--- config.mk ---
export PLATFORM = sky130hd
export DESIGN_NAME = cdcs_front
export DESIGN_NICKNAME = d
export VERILOG_FILES = /design/src/cdcs_pkg.sv /design/src/cdcs_front.sv
export SDC_FILE = /design/constraint.sdc
export NUM_CORES = 1
export LEC_CHECK = 0
export BUFFER_PORTS_ARGS = -buffer_cell sky130_fd_sc_hd__buf_2
export CAP_MARGIN = 20
export CORE_ASPECT_RATIO = 0.8
export CORE_MARGIN = 5
export CORE_UTILIZATION = 51
export DETAILED_ROUTE_END_ITERATION = 7
export GPL_TIMING_DRIVEN = 0
export PLACE_DENSITY = 0.74
export SETUP_SLACK_MARGIN = 0.05
export SLEW_MARGIN = 10
export SYNTH_ARGS = -nofsm -noshare
export SYNTH_HDL_FRONTEND = slang
export SYNTH_SLANG_ARGS = --single-unit
--- constraint.sdc ---
create_clock -name clk_i -period 3.1 [get_ports clk_i]
set_input_delay 0 -clock clk_i [delete_from_list [all_inputs] [get_ports clk_i]]
set_output_delay 0 -clock clk_i [all_outputs]
set_load 0.005 [all_outputs]
--- src/cdcs_pkg.sv ---
`default_nettype none
package cdcs_pkg;

  localparam int unsigned ChannelsDef = 256;
  localparam int unsigned TapsDef = 4;
  localparam int unsigned ChW = 8;
  localparam int unsigned ValW = 16;
  localparam int unsigned QueueDepth = 2;

  typedef enum logic [1:0] {
    KIND_SAMPLE = 2'd0,
    KIND_WEIGHT = 2'd1,
    KIND_BIAS   = 2'd2,
    KIND_NONE   = 2'd3
  } kind_e;

  typedef struct packed {
    kind_e              kind;
    logic [ChW-1:0]     channel;
    logic [1:0]         tap;
    logic signed [ValW-1:0] value;
  } cmd_t;

  typedef enum logic [2:0] {
    ST_IDLE   = 3'd0,
    ST_READ   = 3'd1,
    ST_MAC    = 3'd2,
    ST_ROUND  = 3'd3,
    ST_SIGM   = 3'd4,
    ST_MUL    = 3'd5,
    ST_OUT    = 3'd6
  } state_e;

  function automatic logic [11:0] sig_lut(input logic [5:0] i);
    logic [11:0] r;
    begin
      case (i)
        6'd0: r = 12'd2048;  6'd1: r = 12'd2303;  6'd2: r = 12'd2550;
        6'd3: r = 12'd2782;  6'd4: r = 12'd2994;  6'd5: r = 12'd3184;
        6'd6: r = 12'd3349;  6'd7: r = 12'd3490;  6'd8: r = 12'd3608;
        6'd9: r = 12'd3705;  6'd10: r = 12'd3785; 6'd11: r = 12'd3850;
        6'd12: r = 12'd3902; 6'd13: r = 12'd3943; 6'd14: r = 12'd3976;
        6'd15: r = 12'd4002; 6'd16: r = 12'd4022; 6'd17: r = 12'd4038;
        6'd18: r = 12'd4051; 6'd19: r = 12'd4061; 6'd20: r = 12'd4069;
        6'd21: r = 12'd4075; 6'd22: r = 12'd4079; 6'd23: r = 12'd4083;
        6'd24: r = 12'd4086; 6'd25: r = 12'd4088; 6'd26: r = 12'd4090;
        6'd27: r = 12'd4091; 6'd28: r = 12'd4092; 6'd29: r = 12'd4093;
        6'd30: r = 12'd4094; 6'd31: r = 12'd4094;
        default: r = 12'd4095;
      endcase
      return r;
    end
  endfunction

endpackage
`default_nettype wire

--- src/cdcs_front.sv ---
`default_nettype none
module cdcs_front
  import cdcs_pkg::*;
#(
  parameter int unsigned Channels = ChannelsDef,
  parameter int unsigned Taps = TapsDef
) (
  input  wire logic clk_i,
  input  wire logic rst_ni,
  input  wire logic in_valid_i,
  output logic      in_ready_o,
  input  wire cmd_t in_cmd_i,
  output logic      q_valid_o,
  input  wire logic q_ready_i,
  output cmd_t      q_cmd_o
);

  localparam int unsigned PtrW = $clog2(QueueDepth);

  cmd_t             mem_q [QueueDepth];
  logic [PtrW-1:0]  wr_q, wr_d, rd_q, rd_d;
  logic [PtrW:0]    cnt_q, cnt_d;
  logic             keep, push, pop;

  always_comb begin
    keep = (32'(in_cmd_i.channel) < Channels) && (in_cmd_i.kind != KIND_NONE) &&
           !(in_cmd_i.kind == KIND_WEIGHT && 32'(in_cmd_i.tap) >= Taps);
    in_ready_o = (cnt_q != (PtrW+1)'(QueueDepth));
    push = in_valid_i && in_ready_o && keep;
    q_valid_o = (cnt_q != '0);
    pop = q_valid_o && q_ready_i;
    q_cmd_o = mem_q[rd_q];
    wr_d = push ? PtrW'(wr_q + 1'b1) : wr_q;
    rd_d = pop ? PtrW'(rd_q + 1'b1) : rd_q;
    cnt_d = cnt_q + (PtrW+1)'(push) - (PtrW+1)'(pop);
  end

  always_ff @(posedge clk_i or negedge rst_ni) begin
    if (!rst_ni) begin
      wr_q <= '0;
      rd_q <= '0;
      cnt_q <= '0;
    end else begin
      wr_q <= wr_d;
      rd_q <= rd_d;
      cnt_q <= cnt_d;
    end
  end

  always_ff @(posedge clk_i) begin
    if (push) begin
      mem_q[wr_q] <= in_cmd_i;
    end
  end

`ifndef ASSERT_OFF
  a_no_overflow: assert property (@(posedge clk_i) disable iff (!rst_ni)
    cnt_q <= (PtrW+1)'(QueueDepth)) else $error("queue overflow");
  a_pop_valid: assert property (@(posedge clk_i) disable iff (!rst_ni)
    cnt_q == '0 |-> !pop) else $error("pop on empty");
  a_drop_bad: assert property (@(posedge clk_i) disable iff (!rst_ni)
    (in_valid_i && in_cmd_i.kind == KIND_NONE) |-> !push) else $error("kind 3 queued");
`endif

endmodule
`default_nettype wire

-- After elaboration in Yosys (flattened, before gate mapping)
Memory sizes are Yosys's and may differ from the RTL's.
Cells that the tools add are included.
- RAM bits: 56
- bits in registers: 4
- bits of input ports: 32
- logic and storage cells: 16
- memories: 1
- output and inout port bits: 30
- memory list (name ; depth ; bits a word ; read ports ; clocked after memory_dff ; write ports ; line ; source):
    mem_q ; 2 ; 28 ; 1 ; 0 ; 1 ; cdcs_front.sv:20 ; cmd_t mem_q [QueueDepth];
- multiplexer cells: 2
- reductions and logical operators: 4
- eq/ne operators: 2
- $add $sub $neg: 4
- operator list (kind ; count):
    2-bit != test (second input constant) ; 2
    1-bit logical AND ; 3
    1-bit adder (second input constant) ; 2
    2-bit by 1-bit adder with 2-bit output ; 1
    1-bit 2-to-1 mux ; 2
    2-bit nonzero test ; 1
    2-bit by 1-bit subtractor with 2-bit output ; 1

-- Longest topological paths before layout
- word-level depth: 5
- depth in mapped cells: 6
- mapped depth without buffers: 6

-- Worst setup path before layout
Ideal clock, no wire load.
- path type: register -> register
- start: register cnt_q[0]
- end: memory mem_q[0][0] (netlist bit) (enable)
- cell stages (with the launch flop): 4
- setup time: 0.413 ns
- data required time: 2.687 ns
- period minus slack after synthesis: 2.284 ns
- data arrival time: 1.871 ns
- buffers on the path: 0
- slack: 0.816 ns
- cell sequence: dfrtp_1 -> nand2b_1 -> nand2_1 -> nor2_1
- longest elaborated chain between the ends: 5
- ends and longest elaborated chain (item ; line ; source):
    start: declaration ; cdcs_front.sv:22 ; logic [PtrW:0] cnt_q, cnt_d;
    start signal: assignment ; cdcs_front.sv:46 ; cnt_q <= cnt_d;
    2-bit != test ; cdcs_front.sv:28 ; in_ready_o = (cnt_q != (PtrW+1)'(QueueDepth));
    named net in_ready_o ; cdcs_front.sv:11 ; output logic in_ready_o,
    1-bit logical AND (2 in a row) ; cdcs_front.sv:29 ; push = in_valid_i && in_ready_o && keep;
    1-bit 2-to-1 mux ; cdcs_front.sv:51 ; if (push) begin
    1-bit 2-to-1 mux (not written as such) ; cdcs_front.sv:52 ; mem_q[wr_q] <= in_cmd_i;
    end: declaration ; cdcs_front.sv:20 ;
The timed path passes the listed nets, and every way through them passes these cells.

-- Final worst setup path
- start: register cnt_q[0]
- end: memory mem_q[0][16] (netlist bit) (enable)
- longest elaborated chain between the ends: 5
- ends and longest elaborated chain (item ; line):
    2-bit != test ; cdcs_front.sv:28
    1-bit logical AND (2 in a row) ; cdcs_front.sv:29
    1-bit 2-to-1 mux ; cdcs_front.sv:51
    1-bit 2-to-1 mux (not written as such) ; cdcs_front.sv:52
No other way between the ends.

==> metrics.md <==
| Metric | Value |
|---|---|
| Met3 Track Usage GR | 0.08076 |
| Final WL | ~4100 um |
| Setup crit end kind | register |
| Clock Tree Root | clkbuf_8 |
| Vias per cell | about 4.7 |
| Worst Setup Start Kind | register |
| Tcrit/Tclk final | 0.5730 |
| CTS tree | done |
| FFs w/ async S/R, synth | 0.06667 |
| Fin. max-slew vios | 0 |
| CP required | between 3 and 4 ns |
| Synth Net Count | 144 |
| Power density over the cells | about 820 nW/um^2 |
| Clock share of power | 0.303 |
| Kind of critical path | reg -> reg |
| Netlist cell types | 23 |
| Die Y | about 70 um |
| Share of the synthesized area in the top cell type | 0.7401 |
| Initial antenna violation count | 0 |
| Layout cells sized above 1 | 0.4932 |
| Run status | completed |
| Boundary Pins | just over 60 |
| Synthesized flop and latch total | 60 |
| DP HPWL | between 2000 and 3000 um |
| DR pass1 iterations | 4 |
| GPL Wtd Cong | about 0.71 |
| Placed cell count | ~230 |
| Syn-to-layout area delta | 40.69% |
| Min cycle time layout | between 1.5 and 2 ns |
| Resized Gates After CTS | 0 |
| Setup Skew | about 0.0060 ns |
| EDFF count, synth | 56 |
| Starting Density | 0.5338 |
| Clock transition at the registers of the reported paths | ~0.06 ns |
| Initial drt markers | 48 |
| DR DRC count | 0 |
| Syn. warnings | 0 |
| Area contributors post-synth | edfxtp_1 (74%), mux2_2 (12%), dfrtp_1 (4.4%), mux2_1 (2.0%), a21boi_4 (0.83%) |
| Hold Crit Class | in -> reg |
| Reg area | ~1800 sq um |
| Global-route wire length before repair | ~6700 um |
| Routed WL per cell | 14.82 um |
| Core Region | 4257 sq um |
| Synth area leader | edfxtp_1 |
| P_sw | around 0.66 mW |
| P_int | around 2.0 mW |
| Nets | 247 |
| Clk buf depth | 2 |
| Grt peak-use layer | met2 |
| Comb pwr share | 0.266 |
| Relative slew slack | 0.4709 |
| GR Overflow Total | 0 |
| Main synth FF type | edfxtp_1 |
| Skew-Pair Late Insertion Delay | about 0.32 ns |
| Die area | just under 6000 sq um |
| Multi-input gate area | approximately 470 sq um |
| Reg power frac | 0.431 |
| Die width | between 80 and 90 um |
| Unrepaired setup endpoints after global routing | no |
| Synth top cells by count | edfxtp_1 (56), mux2_2 (24), dfrtp_1 (4), mux2_1 (4), nand2_1 (3) |
| Largest net degree at the start of global routing | 29 |
| Post-DRT Antenna Nets | 0 |
| Peak VDD IR | about 640 uV |
| Setup TNS | 0 ns |
| Cell leakage power | between 1 and 1.5 nW |
| Peak fanout along the critical path | 28 |
| Routed via count | between 1,000 and 1,500 |
| Ant. Diodes | 0 |
| Seq/Total Area, Yosys | 0.7841 |
| Fillers | about 270 |
| Sw frac | 0.2498 |
| # clock sinks | 60 |
| Fin. Hold Viols | 0 |
| Count of final setup violators | 0 |
| Clock buffer count from CTS | 9 |
| Post-Layout Cell Count | ~280 |
| Met1 usage | 0.1603 |
| Critical path arrival | 1.72 ns |
| Util after Layout | 0.7510 |
| MaxCap Viol Count | 0 |
| Post-synthesis cell count | between 100 and 150 |
| Overall Global Routing Usage | 0.1508 |
| Avg Cell Area, Syn | 20.47 sq um |
| H-tree depth reported by CTS | 3 |
| Post-Syn Area | roughly 2300 sq um |
| Vias in the first global route | 1,429 |
| Grt met2 use | 0.2598 |
| Top-count cell post-synth | edfxtp_1 |
| Slew @ Worst Pin | between 0.7 and 0.8 ns |
| Maximum clock frequency | roughly 560 MHz |
| IO Port Bufs | about 60 |
| Cell row count | 21 |
## routing by layer
metal | vias up | part of all wire
met3 | 2 | 0.078
met1 | 615 | 0.39
met2 | 47 | 0.52
met5 | - | 0
met4 | 0 | 0.0046
li1 | 638 | -
## cell usage in the layout (no fill, tap or decap)
| cell type | netlist | final |
|---|---|---|
| buf_2 | 1 | 62 |
| edfxtp_1 | 56 | 56 |
| dlygate4sd3_1 | 0 | 31 |
| mux2_2 | 24 | 24 |
| clkbuf_8 | 0 | 9 |
| mux2_1 | 4 | 4 |
| dfrtp_1 | 4 | 4 |
| nand2_1 | 3 | 3 |
| bufinv_16 | 0 | 3 |
| xnor2_1 | 2 | 2 |
| clkinv_1 | 0 | 2 |
| buf_4 | 1 | 1 |
| buf_6 | 1 | 1 |
| a21boi_4 | 1 | 1 |
| nor2b_4 | 1 | 1 |
| a211oi_1 | 1 | 1 |
| nand3_1 | 1 | 1 |
| o21ai_0 | 1 | 1 |
| nor2_1 | 2 | 1 |
| a21oi_2 | 1 | 1 |
| a21oi_1 | 1 | 1 |
| nor3_2 | 1 | 1 |
| xor2_1 | 1 | 1 |
| nand2b_1 | 1 | 1 |
| nor2_4 | 0 | 1 |
| or2_2 | 1 | 1 |
| and3_2 | 1 | 1 |
| ha_1 | 1 | 1 |
| clkinv_2 | 0 | 1 |
| clkbuf_1 | 0 | 1 |
## power groups by stage
stage	Sequential, mW	Combinational, mW	Clock [mW]
floorplan	1.13	0.427	0
global placement	1.14	0.660	0
detailed placement	1.15	0.678	0
CTS	1.14	0.714	0.813
global route	1.15	0.775	0.855
finish	1.13	0.699	0.795
## area by class of cell
| cell class | count | area share |
|---|---|---|
| Buffer | 3 | 0.007436 |
| Clock buffer | 10 | 0.03992 |
| Clock inverter | 6 | 0.03209 |
| Multi-Input combinational cell | 48 | 0.1483 |
| Sequential cell | 60 | 0.5573 |
| Tap cell | 57 | 0.02231 |
| Timing Repair Buffer | 92 | 0.1926 |
## critical path, stage by stage (launching register included)
cell and delay, ns:
dfrtp_1 0.45, nand2b_1 0.18, nand2_1 0.12, nor2_4 0.63
## cell families (layout without fill, tap and decap cells)
| family | after synthesis | after routing | synth area share |
|---|---|---|---|
| fa+ha+maj | 1 | 1 | 0.005506 |
| xor+xnor | 3 | 3 | 0.01157 |
| simple gates | 11 | 11 | 0.02974 |
| mux | 28 | 28 | 0.1388 |
| buf+inv | 3 | 111 | 0.01046 |
| compound gates | 5 | 5 | 0.01982 |
| flops | 60 | 60 | 0.7841 |
## stage by stage
step                area [sq um]  setup slack [ns]  total power, mW  hold WS, ns
floorplan                   2272            0.8161            1.556      -0.2956
global placement            2649            0.2475            1.798      -0.1901
detailed placement          2656             1.324            1.828      -0.1842
CTS                         3197             1.295            2.663       0.1662
global route                3197             1.207            2.778       0.1707
finish                      3197             1.324            2.627       0.1868
## path summary, 6_finish.rpt
path	from	endpoint	slack (ns)	depth (start not counted)
setup / recovery	cnt_q[0]	mem_q[0][16]	1.32	3
setup reg to reg	cnt_q[0]	mem_q[0][16]	1.32	3
hold / removal	in_valid_i	wr_q	0.19	4
max in group asynchronous	rst_ni	cnt_q[1]	2.32	3
min in group asynchronous	rst_ni	wr_q	0.59	3
hold reg to reg	wr_q	wr_q	0.56	1
## sequential cells by signal, summed over array words and instances (netlist names)
name,count
cnt_q,2
mem_q,56
rd_q,1
wr_q,1
## timing repair
item,4_1_cts,5_1_grt
hold endpoints to repair,61,0
buffers inserted,0,0
hold buffers,31,0
(Power assumes the default switching activity.)
